$ cat src/sv/pattern_step_sequencer_core_assert.svh
// Assertion macros shared by the sequencer RTL.
// Every macro samples on clock and is disabled while reset is high.
`ifndef PATTERN_STEP_SEQUENCER_CORE_ASSERT_SVH
`define PATTERN_STEP_SEQUENCER_CORE_ASSERT_SVH

// condition holds on every clock edge
`define PSS_ASSERT(lbl, cond, msg) \
   lbl: assert property (@(posedge clock) disable iff (reset) (cond)) else $error(msg);

// antecedent implies consequent in the same cycle
`define PSS_ASSERT_IMP(lbl, ante, cons, msg) \
   lbl: assert property (@(posedge clock) disable iff (reset) (ante) |-> (cons)) \
      else $error(msg);

// antecedent implies consequent in the next cycle
`define PSS_ASSERT_NXT(lbl, ante, cons, msg) \
   lbl: assert property (@(posedge clock) disable iff (reset) (ante) |=> (cons)) \
      else $error(msg);

`endif

$ cat src/sv/pss_pkg.sv
// Shared types and constants for the pattern step sequencer.
// No dependencies.
package pss_pkg;

   localparam int STEP_COUNT_DEF  = 16;
   localparam int TRACK_COUNT_DEF = 8;
   localparam int MAX_EMIT        = 8;   // width of the track enable mask

   localparam int PHASE_W = 24;
   localparam int VEL_W   = 8;
   localparam int PITCH_W = 16;
   localparam int TRK_W   = 3;
   localparam int STEP_W  = 4;
   localparam int ENTRY_W = VEL_W + PITCH_W;
   localparam int CSR_AW  = 2;
   localparam int CSR_DW  = 24;

   localparam logic KIND_TICK  = 1'b0;
   localparam logic KIND_WRITE = 1'b1;

   localparam logic [CSR_AW-1:0] CSR_PHASE_INC   = 2'd0;
   localparam logic [CSR_AW-1:0] CSR_GATE_THRESH = 2'd1;
   localparam logic [CSR_AW-1:0] CSR_TRACK_EN    = 2'd2;

   localparam logic [PHASE_W-1:0]  PHASE_INC_RST   = 24'd33554;
   localparam logic [PHASE_W-1:0]  GATE_THRESH_RST = 24'd10066330;
   localparam logic [MAX_EMIT-1:0] TRACK_EN_RST    = 8'hFF;
   localparam logic [VEL_W-1:0]    VEL_RST         = 8'd0;
   localparam logic [PITCH_W-1:0]  PITCH_RST       = 16'd768;   // 3.0 in Q8.8

   typedef enum logic [1:0] {
      ST_CLEAR,
      ST_IDLE,
      ST_SCAN
   } st_type;

endpackage

$ cat src/sv/pattern_step_sequencer_core.sv
// Multi-track pattern step sequencer, top level.
// Request channel (req_*): kind 0 is a sample tick, kind 1 stores one pattern entry.
// Result channel (rsp_*): one word per enabled track for each tick, in ascending
// track order, with rsp_last set on the final word of the tick. Writes return nothing.
// Configuration (csr_*): write-only registers, index 0 phase increment, 1 gate
// threshold, 2 track enable; taken on any cycle with csr_we high.
// A tick's results pass the scan, the pattern memory read stage and the result register.
// The scan takes one step per track, min(TRACK_COUNT, 8) steps in all, with one pattern
// memory read per enabled track; the next word is taken in the scan's last cycle. A write
// is stored when accepted and leaves the block idle. Disabled tracks still take a scan step but produce nothing.
// Reset: the phase and step go to zero; a clearing pass fills all TRACK_COUNT*STEP_COUNT
// pattern memory entries (128 at the defaults); req_ready stays low until done.
// Stall: a read stage and the result register hold words while rsp_ready is low;
// the scan waits on the pattern memory read port and req_ready follows.
// Depends on pss_pkg, pss_phase and pss_seq.
module pattern_step_sequencer_core
   import pss_pkg::*;
#(
   parameter int STEP_COUNT  = STEP_COUNT_DEF,
   parameter int TRACK_COUNT = TRACK_COUNT_DEF
) (
   input  logic                clock,
   input  logic                reset,
   input  logic                req_valid,
   output logic                req_ready,
   input  logic                req_kind,
   input  logic [TRK_W-1:0]    req_track_index,
   input  logic [STEP_W-1:0]   req_step_index,
   input  logic [VEL_W-1:0]    req_velocity_value,
   input  logic [PITCH_W-1:0]  req_pitch_value,
   output logic                rsp_valid,
   input  logic                rsp_ready,
   output logic [TRK_W-1:0]    rsp_track,
   output logic [STEP_W-1:0]   rsp_step,
   output logic [VEL_W-1:0]    rsp_gated_velocity,
   output logic [PITCH_W-1:0]  rsp_pitch,
   output logic                rsp_last,
   input  logic                csr_we,
   input  logic [CSR_AW-1:0]   csr_index,
   input  logic [CSR_DW-1:0]   csr_wdata
);

   localparam int SW = $clog2(STEP_COUNT);

   logic [PHASE_W-1:0]  phase_inc_ff;
   logic [PHASE_W-1:0]  gate_thresh_ff;
   logic [MAX_EMIT-1:0] track_en_ff;

   logic          tick;
   logic [SW-1:0] cur_step;
   logic          gate_open;

   always_ff @(posedge clock) begin
      if (reset) begin
         phase_inc_ff   <= PHASE_INC_RST;
         gate_thresh_ff <= GATE_THRESH_RST;
         track_en_ff    <= TRACK_EN_RST;
      end else if (csr_we) begin
         case (csr_index)
            CSR_PHASE_INC:   phase_inc_ff   <= csr_wdata[PHASE_W-1:0];
            CSR_GATE_THRESH: gate_thresh_ff <= csr_wdata[PHASE_W-1:0];
            CSR_TRACK_EN:    track_en_ff    <= csr_wdata[MAX_EMIT-1:0];
            default: ;
         endcase
      end
   end

   pss_phase #(
      .STEP_COUNT (STEP_COUNT)
   ) u_phase (
      .clock           (clock),
      .reset           (reset),
      .tick            (tick),
      .phase_increment (phase_inc_ff),
      .gate_threshold  (gate_thresh_ff),
      .cur_step        (cur_step),
      .gate_open       (gate_open)
   );

   pss_seq #(
      .STEP_COUNT  (STEP_COUNT),
      .TRACK_COUNT (TRACK_COUNT)
   ) u_seq (
      .clock              (clock),
      .reset              (reset),
      .req_valid          (req_valid),
      .req_ready          (req_ready),
      .req_kind           (req_kind),
      .req_track_index    (req_track_index),
      .req_step_index     (req_step_index),
      .req_velocity_value (req_velocity_value),
      .req_pitch_value    (req_pitch_value),
      .track_enable       (track_en_ff),
      .cur_step           (cur_step),
      .gate_open          (gate_open),
      .tick               (tick),
      .rsp_valid          (rsp_valid),
      .rsp_ready          (rsp_ready),
      .rsp_track          (rsp_track),
      .rsp_step           (rsp_step),
      .rsp_gated_velocity (rsp_gated_velocity),
      .rsp_pitch          (rsp_pitch),
      .rsp_last           (rsp_last)
   );

endmodule

$ cat src/sv/pss_ram.sv
// Generic simple dual-port RAM: one write port, one registered read port.
// Read data holds while the read enable is low. No dependencies.
module pss_ram #(
   parameter int WIDTH = 24,
   parameter int DEPTH = 128
) (
   input  logic                     clock,
   input  logic                     we,
   input  logic [$clog2(DEPTH)-1:0] waddr,
   input  logic [WIDTH-1:0]         wdata,
   input  logic                     re,
   input  logic [$clog2(DEPTH)-1:0] raddr,
   output logic [WIDTH-1:0]         rdata
);

   logic [WIDTH-1:0] mem_ff [DEPTH];
   logic [WIDTH-1:0] rdata_ff;

   always_ff @(posedge clock) begin
      if (we) begin
         mem_ff[waddr] <= wdata;
      end
      if (re) begin
         rdata_ff <= mem_ff[raddr];
      end
   end

   assign rdata = rdata_ff;

endmodule

$ cat src/sv/pss_phase.sv
// Step phase accumulator, step counter and gate compare.
// Depends on pss_pkg.
module pss_phase
   import pss_pkg::*;
#(
   parameter int STEP_COUNT = STEP_COUNT_DEF
) (
   input  logic                          clock,
   input  logic                          reset,
   input  logic                          tick,
   input  logic [PHASE_W-1:0]            phase_increment,
   input  logic [PHASE_W-1:0]            gate_threshold,
   output logic [$clog2(STEP_COUNT)-1:0] cur_step,
   output logic                          gate_open
);

   localparam int SW = $clog2(STEP_COUNT);

   logic [PHASE_W-1:0] phase_ff, phase_in;
   logic [SW-1:0]      step_ff, step_in;
   logic [PHASE_W:0]   phase_sum;

   always_comb begin
      phase_sum = {1'b0, phase_ff} + {1'b0, phase_increment};
      phase_in  = phase_ff;
      step_in   = step_ff;
      if (tick) begin
         // carry out of the sum is the wrap past one step
         phase_in = phase_sum[PHASE_W-1:0];
         if (phase_sum[PHASE_W]) begin
            step_in = (step_ff == SW'(STEP_COUNT - 1)) ? '0 : step_ff + 1'b1;
         end
      end
   end

   always_ff @(posedge clock) begin
      if (reset) begin
         phase_ff <= '0;
         step_ff  <= '0;
      end else begin
         phase_ff <= phase_in;
         step_ff  <= step_in;
      end
   end

   assign cur_step  = step_ff;
   assign gate_open = phase_ff < gate_threshold;

endmodule

$ cat src/sv/pss_seq.sv
// Track scan sequencer: pattern memory, clearing pass, read pipeline, result register.
// Depends on pss_pkg, pss_ram and the assertion macro header.
`include "pattern_step_sequencer_core_assert.svh"

module pss_seq
   import pss_pkg::*;
#(
   parameter int STEP_COUNT  = STEP_COUNT_DEF,
   parameter int TRACK_COUNT = TRACK_COUNT_DEF
) (
   input  logic                          clock,
   input  logic                          reset,
   input  logic                          req_valid,
   output logic                          req_ready,
   input  logic                          req_kind,
   input  logic [TRK_W-1:0]              req_track_index,
   input  logic [STEP_W-1:0]             req_step_index,
   input  logic [VEL_W-1:0]              req_velocity_value,
   input  logic [PITCH_W-1:0]            req_pitch_value,
   input  logic [MAX_EMIT-1:0]           track_enable,
   input  logic [$clog2(STEP_COUNT)-1:0] cur_step,
   input  logic                          gate_open,
   output logic                          tick,
   output logic                          rsp_valid,
   input  logic                          rsp_ready,
   output logic [TRK_W-1:0]              rsp_track,
   output logic [STEP_W-1:0]             rsp_step,
   output logic [VEL_W-1:0]              rsp_gated_velocity,
   output logic [PITCH_W-1:0]            rsp_pitch,
   output logic                          rsp_last
);

   localparam int DEPTH = TRACK_COUNT * STEP_COUNT;
   localparam int AW    = $clog2(DEPTH);
   localparam int SW    = $clog2(STEP_COUNT);
   localparam int NT    = (TRACK_COUNT < MAX_EMIT) ? TRACK_COUNT : MAX_EMIT;
   localparam int TW    = (NT > 1) ? $clog2(NT) : 1;

   st_type state_ff, state_in;

   logic [AW-1:0] clr_addr_ff, clr_addr_in;
   logic [TW-1:0] trk_ff, trk_in;

   logic          s1_valid_ff, s1_valid_in;
   logic [TW-1:0] s1_track_ff;
   logic [SW-1:0] s1_step_ff;
   logic          s1_gate_ff;
   logic          s1_last_ff;

   logic               rsp_valid_ff, rsp_valid_in;
   logic [TRK_W-1:0]   rsp_track_ff;
   logic [STEP_W-1:0]  rsp_step_ff;
   logic [VEL_W-1:0]   rsp_vel_ff;
   logic [PITCH_W-1:0] rsp_pitch_ff;
   logic               rsp_last_ff;

   logic trk_en, trk_final, more_after;
   logic out_free, s1_move, s1_free;
   logic trk_step, scan_done, accept, wr_ok;
   logic clr_done;

   logic               ram_we, ram_re;
   logic [AW-1:0]      ram_waddr, ram_raddr;
   logic [ENTRY_W-1:0] ram_wdata, ram_rdata;

   // ---------------- handshake and pipeline flow ----------------
   always_comb begin
      more_after = 1'b0;
      for (int i = 0; i < NT; i++) begin
         if (i > int'(trk_ff) && track_enable[i]) begin
            more_after = 1'b1;
         end
      end
   end

   assign trk_en    = track_enable[trk_ff];
   assign trk_final = (trk_ff == TW'(NT - 1));
   assign out_free  = !rsp_valid_ff || rsp_ready;
   assign s1_move   = s1_valid_ff && out_free;
   assign s1_free   = !s1_valid_ff || s1_move;
   assign trk_step  = (state_ff == ST_SCAN) && (!trk_en || s1_free);
   assign scan_done = trk_step && trk_final;
   assign clr_done  = (clr_addr_ff == AW'(DEPTH - 1));

   // the next word may enter in the last scan cycle
   assign req_ready = (state_ff == ST_IDLE) || scan_done;
   assign accept    = req_valid && req_ready;
   assign tick      = accept && (req_kind == KIND_TICK);
   assign wr_ok     = (32'(req_track_index) < TRACK_COUNT) &&
                      (32'(req_step_index) < STEP_COUNT);

   // ---------------- next state ----------------
   always_comb begin
      state_in = state_ff;
      case (state_ff)
         ST_CLEAR: begin
            if (clr_done) begin
               state_in = ST_IDLE;
            end
         end
         ST_IDLE: begin
            if (tick) begin
               state_in = ST_SCAN;
            end
         end
         ST_SCAN: begin
            if (scan_done && !tick) begin
               state_in = ST_IDLE;
            end
         end
         default: state_in = ST_CLEAR;
      endcase
   end

   // ---------------- state outputs ----------------
   always_comb begin
      ram_we      = 1'b0;
      ram_waddr   = clr_addr_ff;
      ram_wdata   = {VEL_RST, PITCH_RST};
      ram_re      = 1'b0;
      ram_raddr   = AW'(32'(trk_ff) * STEP_COUNT + 32'(cur_step));
      clr_addr_in = clr_addr_ff;
      trk_in      = trk_ff;
      case (state_ff)
         ST_CLEAR: begin
            ram_we      = 1'b1;
            clr_addr_in = clr_addr_ff + 1'b1;
         end
         ST_IDLE: begin
            trk_in = '0;
         end
         ST_SCAN: begin
            ram_re = trk_en && s1_free;
            if (trk_step) begin
               trk_in = trk_final ? '0 : trk_ff + 1'b1;
            end
         end
         default: begin
            trk_in = '0;
         end
      endcase
      // a write word stores its entry at the accept edge
      if (accept && req_kind == KIND_WRITE && wr_ok) begin
         ram_we    = 1'b1;
         ram_waddr = AW'(32'(req_track_index) * STEP_COUNT + 32'(req_step_index));
         ram_wdata = {req_velocity_value, req_pitch_value};
      end
   end

   always_comb begin
      s1_valid_in = s1_valid_ff;
      if (ram_re) begin
         s1_valid_in = 1'b1;
      end else if (s1_move) begin
         s1_valid_in = 1'b0;
      end
      rsp_valid_in = rsp_valid_ff;
      if (s1_move) begin
         rsp_valid_in = 1'b1;
      end else if (rsp_ready) begin
         rsp_valid_in = 1'b0;
      end
   end

   always_ff @(posedge clock) begin
      if (reset) begin
         state_ff     <= ST_CLEAR;
         clr_addr_ff  <= '0;
         trk_ff       <= '0;
         s1_valid_ff  <= 1'b0;
         rsp_valid_ff <= 1'b0;
      end else begin
         state_ff     <= state_in;
         clr_addr_ff  <= clr_addr_in;
         trk_ff       <= trk_in;
         s1_valid_ff  <= s1_valid_in;
         rsp_valid_ff <= rsp_valid_in;
      end
   end

   // payload of the read stage and the result register
   always_ff @(posedge clock) begin
      if (ram_re) begin
         s1_track_ff <= trk_ff;
         s1_step_ff  <= cur_step;
         s1_gate_ff  <= gate_open;
         s1_last_ff  <= !more_after;
      end
      if (s1_move) begin
         rsp_track_ff <= TRK_W'(s1_track_ff);
         rsp_step_ff  <= STEP_W'(s1_step_ff);
         rsp_vel_ff   <= s1_gate_ff ? ram_rdata[ENTRY_W-1:PITCH_W] : '0;
         rsp_pitch_ff <= ram_rdata[PITCH_W-1:0];
         rsp_last_ff  <= s1_last_ff;
      end
   end

   pss_ram #(
      .WIDTH (ENTRY_W),
      .DEPTH (DEPTH)
   ) u_ram (
      .clock (clock),
      .we    (ram_we),
      .waddr (ram_waddr),
      .wdata (ram_wdata),
      .re    (ram_re),
      .raddr (ram_raddr),
      .rdata (ram_rdata)
   );

   assign rsp_valid          = rsp_valid_ff;
   assign rsp_track          = rsp_track_ff;
   assign rsp_step           = rsp_step_ff;
   assign rsp_gated_velocity = rsp_vel_ff;
   assign rsp_pitch          = rsp_pitch_ff;
   assign rsp_last           = rsp_last_ff;

   // ---------------- assertions ----------------
   `PSS_ASSERT_IMP(a_no_s1_overwrite, ram_re, s1_free, "read issued over a held word")
   `PSS_ASSERT_NXT(a_s1_hold, s1_valid_ff && !s1_move,
                   s1_valid_ff && $stable(s1_track_ff), "stalled read stage lost its word")
   `PSS_ASSERT_IMP(a_clear_quiet, state_ff == ST_CLEAR, !ram_re && !req_ready,
                   "activity during clearing pass")
   `PSS_ASSERT(a_scan_no_write,
               !(ram_re && ram_we && ram_raddr == ram_waddr && !scan_done),
               "pattern write collides with scan read")

endmodule

$ cat config.mk
export PLATFORM = sky130hd
export DESIGN_NAME = pattern_step_sequencer_core
export DESIGN_NICKNAME = d
export VERILOG_FILES = /design/src/sv/pss_pkg.sv /design/src/sv/pattern_step_sequencer_core.sv /design/src/sv/pss_ram.sv /design/src/sv/pss_phase.sv /design/src/sv/pss_seq.sv
export VERILOG_INCLUDE_DIRS = /design/src /design/src/sv
export SDC_FILE = /design/constraint.sdc
export NUM_CORES = 2
export LEC_CHECK = 0
export BUFFER_PORTS_ARGS = -buffer_cell sky130_fd_sc_hd__buf_2
export CAP_MARGIN = 20
export CORE_MARGIN = 1.5
export CORE_UTILIZATION = 52
export DETAILED_ROUTE_END_ITERATION = 8
export GPL_ROUTABILITY_DRIVEN = 0
export PLACE_DENSITY = 0.63
export SETUP_SLACK_MARGIN = 0.1
export SLEW_MARGIN = 20
export SYNTH_ARGS = -nofsm -noshare
export SYNTH_HDL_FRONTEND = slang
export SYNTH_HIERARCHICAL = 1
export SYNTH_SLANG_ARGS = --single-unit
$ cat constraint.sdc
create_clock -name clock -period 11.8 [get_ports clock]
set_input_delay 1.18 -clock clock [delete_from_list [all_inputs] [get_ports clock]]
set_output_delay 1.18 -clock clock [all_outputs]
set_load 0.01 [all_outputs]
-- Word-level counts from Yosys, hierarchy flattened
Memory sizes are Yosys's and may differ from the RTL's. A register that Yosys moved wholly into a read port is not among the register bits.
Cells that the tools add are included.
- bits in read-only memories: 0
- register bits after elaboration: 139
- input port bits: 63
- memories: 1
- bits in writable memories: 3072
- word-level logic and storage cells: 110
- output and inout bits: 34
- latch bits: 0
- div/mod/pow operators: 0
- magnitude comparators: 9
- equal/unequal tests: 11
- reduce and logical (&&, ||, !) cells: 34
- shift-type cells: 0
- bitwise operators: 2
- mux-type cells: 28
- multiply operators: 0
- $add $sub $neg: 6
- memory list (name ; depth ; width ; rd ports ; clocked after memory_dff ; write ports ; line ; text):
    u_seq.u_ram.mem_ff ; 128 ; 24 ; 1 ; 1 ; 1 ; pss_ram.sv:16 ; logic [WIDTH-1:0] mem_ff [DEPTH];
- operators by type and width (cell ; count):
    adder 24 x 24 -> 25 bit ; 1
    < comparator 24 bit ; 1
    two-way mux 24 bit ; 1
    two-way mux 1 bit ; 17
    logical AND 1 bit ; 15
    adder 7 x 4 -> 7 bit ; 2
    greater-than comparator 3 bit, first input constant ; 4
    AND reduction 2 bit ; 5
    adder 7 x 1 -> 7 bit, second input constant ; 1
    equality test 7 bit, second input constant ; 1
    two-way mux 7 bit ; 1
    greater-than comparator 2 x 3 -> 1 bit, first input constant ; 2
    two-way mux 2 bit ; 3
    two-way mux 3 bit ; 2
    != test 2 x 1 -> 1 bit, second input constant ; 3
    one-hot mux 2 bit (3 select lines) ; 1
    one-hot mux 3 bit (2 select lines) ; 1
    zero test 1 bit ; 5
    adder 4 x 1 -> 4 bit, second input constant ; 1
    equality test 2 x 1 -> 1 bit, second input constant ; 2
    equality test 2 bit, second input constant ; 2
    equality test 4 bit, second input constant ; 1
    zero test 2 bit ; 2
    logical OR 1 bit ; 4
    10 further kinds ; 12

-- Logic depth before layout (Yosys ltp)
- depth in word-level cells: 14
- gate-level depth with buffers: 13
- gate-level depth less buffers: 10

-- Cells and area by module
The synthesis kept the hierarchy.
- by module, submodules not included (module ; area each (um^2) ; instances ; sequential area each (um^2) ; cells an instance):
    pss_ram ; 117621.6 ; 1 ; 92969.2 ; 4538
    pss_phase ; 3079.2 ; 1 ; 560.5 ; 401
    pss_seq ; 2650.0 ; 1 ; 1511.4 ; 231
    pattern_step_sequencer_core ; 2288.4 ; 1 ; 1121.1 ; 227

-- Least setup slack after synthesis
Ideal clock, no wire load.
- path type: input port to flip-flop
- start: input port rsp_ready
- end: memory u_seq.u_ram.mem_ff[82][0] (enable)
- path slack: 6651 ps
- stages on the path: 9
- data arrival time: 4714 ps
- library setup time: 435 ps
- path buffers: 1
- cell sequence: nor2b_1 -> nand2_1 -> o31ai_2 -> or3_1 -> clkbuf_2 -> o31ai_1 -> nor2b_1 -> nand3_1 -> nor3_1
- elaborated cells on any way between the ends: 13
- those cells by class: 4 x mux; 9 x reduce/logical
- RTL lines (element ; line ; text):
    start, declared ; pattern_step_sequencer_core.sv:32 ; input logic rsp_ready,
    logical OR 1 bit ; pss_seq.sv:78 ; assign out_free = !rsp_valid_ff || rsp_ready;
    logical AND 1 bit ; pss_seq.sv:79 ; assign s1_move = s1_valid_ff && out_free;
    logical OR 1 bit ; pss_seq.sv:80 ; assign s1_free = !s1_valid_ff || s1_move;
    logical OR 1 bit ; pss_seq.sv:81 ; assign trk_step = (state_ff == ST_SCAN) && (!trk_en || s1_free);
    logical AND 1 bit ; pss_seq.sv:81 ;
    logical AND 1 bit ; pss_seq.sv:82 ; assign scan_done = trk_step && trk_final;
    logical OR 1 bit ; pss_seq.sv:86 ; assign req_ready = (state_ff == ST_IDLE) || scan_done;
    logical AND 1 bit ; pss_seq.sv:87 ; assign accept = req_valid && req_ready;
    logical AND 1 bit ; pss_seq.sv:143 ; if (accept && req_kind == KIND_WRITE && wr_ok) begin
    two-way mux 7 bit ; pss_seq.sv:143 ;
    via u_seq.ram_waddr[4] ; pss_seq.sv:63 ; logic [AW-1:0] ram_waddr, ram_raddr;
    end, declared ; pss_ram.sv:16 ;
The timed path passes the listed nets, and every way through them passes these cells.

-- Worst setup path after layout
- start: register u_seq.trk_ff[0]
- end: memory u_seq.u_ram.mem_ff[111][20] (enable)
- elaborated cells on any way between the ends: 14
- those cells by class: 1 x eq/ne; 6 x mux; 7 x reduce/logical
- RTL lines (element ; line ; text):
    start, declared ; pss_seq.sv:42 ; logic [TW-1:0] trk_ff, trk_in;
    start signal, assigned ; pss_seq.sv:175 ; trk_ff <= trk_in;
    binary-select mux 1 bit (select 3 bit) ; pss_seq.sv:76 ; assign trk_en = track_enable[trk_ff];
    two-way mux 1 bit (implied by the code) ; pss_seq.sv:76 ;
    zero test 1 bit ; pss_seq.sv:81 ;
    logical OR 1 bit ; pss_seq.sv:81 ;
    logical AND 1 bit ; pss_seq.sv:81 ;
    logical AND 1 bit (*) ; pss_seq.sv:82 ;
    logical OR 1 bit (*) ; pss_seq.sv:86 ;
    logical AND 1 bit (*) ; pss_seq.sv:87 ;
    logical AND 1 bit (*) ; pss_seq.sv:143 ;
    two-way mux 7 bit (*) ; pss_seq.sv:143 ;
    via u_seq.ram_waddr[3] ; pss_seq.sv:63 ;
Mark *: on every way through the listed nets, which the timed path passes. The rest lies on a longest branch. The select of a mux whose other input is x is not followed.

==> results.md <==
- The run finished with clean final reports.
- The area of the core is 0.240 mm².
- The fraction of final layout cells sized beyond drive strength 1 is 31.0%.
- For this design the top-level I/O count stands at 97.
- The total of max-cap violations is 0.
- On the final layout, the worst hold slack is 0.419 ns.
- Synthesis produced a netlist with a net count of 5514.
- The total global routing overflow is 0.
- No sink is reached through more buffers than the 4 on the longest clock path.
- After detailed routing, the number of vias per cell comes to 6.50.
- The first global-routing pass estimated 442000 µm of wire.
- The type of destination of the critical path is a register.
- Broken down by cell family, the worst path's largest delay share belongs to simple AND/OR/NAND/NOR gates.
- TritonCTS built the clock tree.
- After clock tree synthesis, the flow added hold-fix buffers numbering 0.
- The startpoint type of the worst setup path is a register.
- The fraction of the cycle the final worst path needs is 51.5%.
- The most frequently used flop master after synthesis is sky130_fd_sc_hd__edfxtp_1.
- The flip-flop and latch count after synthesis is 3235.
- For this run, the register share of the synthesized area comes to 76.5%.
- The achievable frequency is 0.165 GHz.
- The total negative setup slack is 0 ns.
- The largest net degree at the start of global routing is 137.
- The via count of the first global-routing pass is 57100.
- Traced cell by cell, the critical path runs through buf_4 -> mux2_2 -> o22ai_4 -> o31ai_2 -> or3_1 -> o31ai_1 -> buf_4 -> nor2b_1 -> nand3_1 -> nor2_4.
- The number of CTS-inserted buffers is 338.
- Setup repair after global routing left no endpoint under its margin.
- Global routing consumed, over all layers together, 26.0% of the routing resources.
- The die outline area is 0.245 mm².
- The combined buffer and inverter count along the critical path is 2.
- After synthesis, the largest area contributor takes up 75.0% of total cell area.
- During synthesis, Yosys emitted a total of 6 warnings.
- The hold violation total from the final report came to 0.
- At the end of the flow the core is filled with cells to 58.7%.
- The maximum single-stage delay on the critical path is 1.00 ns.
- Across the VDD grid, the largest voltage drop is 0.180 mV.
- Before antenna repair, the detailed router went through 6 iterations.
- Detailed placement finished with a half-perimeter wire length of 191000 µm.
- The TritonCTS sink count is 3235.
- After clock tree synthesis, the clock-pin slew on the worst setup and hold paths is 0.06 ns.
- The initialized floorplan defines 180 standard-cell rows.
- The commonest cells after synthesis are sky130_fd_sc_hd__edfxtp_1, sky130_fd_sc_hd__mux4_2, sky130_fd_sc_hd__nor2_1.
- Wires add up to 316000 µm.
- Power spread over the standard cell area amounts to 161 mW/mm².
- The detail route stage leaves a number of antenna-violating nets equal to 0.
- The count of flip-flops with a built-in enable after synthesis is 3137.
- The number of resized instances in the post-cts repair step is 0.
- The standard cell with the maximum stage delay on the critical path is sky130_fd_sc_hd__nor2_4.
- At the pin with the least slew margin, the transition time is 1.16 ns.
- The average cell area after synthesis is 23.3 µm².
- The post-detailed-route DRC marker count is 0.
- The width of the chip is 495 µm.
- Of all flip-flops after synthesis, the portion carrying an async set or reset was 0%.
- The number of antenna violations at the first check in global routing is 28.
- At the later pin of the worst-skew pair, clock insertion delay measures 0.99 ns.
- The min-delay analysis places its worst path in the category register to register.
- The routed wirelength normalized by instance count is 34.8 µm.
- The tree is rooted in a sky130_fd_sc_hd__clkbuf_16.
- The cell with the most instances on the worst path is sky130_fd_sc_hd__buf_4.
- The largest driver fanout on the critical path is 49.
- For the worst setup path, the data arrival time is 6.67 ns.
- The setup violation total in the final timing report is 0.
- For this design the static power due to leakage is 39.0 nW.
- The number of buffers inserted by port buffering is 96.
- The final route contains 59000 vias.
- The final setup skew is 0.0817 ns.
- The final-report max-slew violation count is 0.
- Measured along the y axis, the die boundary spans 495 µm.
- The required time reported for the critical path endpoint is 12.40 ns.
- The cell area that synthesis handed to floorplanning was 0.126 mm².
- The total number of H-tree levels is 5.
- Counting every instance in the synthesized netlist gives 5397.
- The most frequent cell after synthesis is sky130_fd_sc_hd__edfxtp_1.
- The area growth from synthesis to final layout is 12.3%.
- Ranked by total cell area, the synthesized netlist is headed by sky130_fd_sc_hd__edfxtp_1, sky130_fd_sc_hd__mux4_2, sky130_fd_sc_hd__dfxtp_1, sky130_fd_sc_hd__nor2_1, sky130_fd_sc_hd__mux2i_1.
- The kind of critical path is register to register.
- Headroom to the max-slew limit came out at 22.8%.
- The violation count after the first detailed-route iteration is 8237.
- Buffers added to address setup during post-CTS repair amount to 0.
- The starting density of the core is 52.3%.
- The top cell type by total area after synthesis is sky130_fd_sc_hd__edfxtp_1.
- Subtracting the final worst setup slack from the clock period gives 6.07 ns.
- The count of unique library cells instantiated by Yosys is 72.
- At the end of the flow, the number of nets in the layout was 5750.
-- cell families (layout without fill, tap and decap cells) --
| group | Yosys count | count (layout) | synth area share (%) |
|---|---|---|---|
| AOI/OAI and AO/OA | 186 | 186 | 1.07 |
| xor gates and xnor gates | 15 | 15 | 0.105 |
| adders and majority gates | 54 | 54 | 0.544 |
| buffers and inverters | 324 | 807 | 1.08 |
| DFF | 3235 | 3235 | 76.5 |
| muxes | 1103 | 1103 | 18.9 |
| other | 0 | 14 | 0 |
| and+or+nand+nor | 480 | 480 | 1.81 |
-- layout make-up --
type	instances	area (µm²)
diodes	14	35.0
clock buffers	438	9030
clock inverters	149	1150
fillers	16700	99200
inverters	39	146
multi-input cells	1838	29300
flip-flops and latches	3235	96200
well taps	3185	3990
repair buffers	181	1330
-- cell usage in the layout (no fill, tap or decap), drive strengths merged, types with 7 or more instances in the layout --
cell type	instances
a211oi	10
a21o	12
a21oi	35
a22o	7
a31oi	11
and2	33
buf	181
bufinv	17
clkbuf	438
clkinv	121
clkinvlp	8
dfxtp	98
diode	14
edfxtp	3137
ha	53
inv	42
mux2	28
mux2i	67
mux4	1008
nand2	63
nand2b	60
nand3	27
nand4	14
nor2	211
nor2b	14
nor3	28
o211ai	8
o21a	11
o21ai	35
o31ai	16
or3	9
xnor2	10
-- registers in the layout (all words and copies together) (netlist names), 7 cells and up --
signal / cells
u_seq/u_ram/mem_ff: 3072
gate_thresh_ff: 24
phase_inc_ff: 24
u_phase/phase_ff: 24
u_seq/u_ram/rdata: 24
u_seq/rsp_pitch: 16
track_en_ff: 8
u_seq/rsp_gated_velocity: 8
u_seq/clr_addr_ff: 7
-- layer usage --
metal	part of all wire [%]	GRT usage, %	up-vias
li1	-	-	23600
met1	41	39.6	32100
met2	46	38.8	2900
met3	9.6	5.16	374
met4	2.8	7.53	8
met5	0.019	0	-
-- report_power, final --
| part | internal (mW) | switching, mW | total, mW |
|---|---|---|---|
| logic | 0.0759 | 0.199 | 0.275 |
| registers | 12.5 | 0.0159 | 12.5 |
| clock network | 5.74 | 4.19 | 9.94 |
-- stage by stage --
step           power [mW]  setup slack, ns  instances  instance area [µm²]
2_1_floorplan        12.8             6.65       5397               126000
3_3_place_gp         13.0             5.56       8473               131000
3_5_place_dp         13.0             5.41       8475               131000
4_1_cts              22.9             5.39       9062               141000
5_1_grt              23.3             5.45       9066               141000
6_report             22.7             5.73       9079               141000
-- final timing paths --
kind / from / to / slack, ns / depth (start not counted)
max: u_seq/trk_ff[0] / u_seq/u_ram/mem_ff[111][20] / 5.73 / 10
min: u_seq/s1_step_ff[1] / u_seq/rsp_step[1] / 0.42 / 0
max reg2reg: u_seq/trk_ff[0] / u_seq/u_ram/mem_ff[111][20] / 5.73 / 10
min reg2reg: u_seq/s1_step_ff[1] / u_seq/rsp_step[1] / 0.42 / 0
Power figures use the tool's default switching activity.
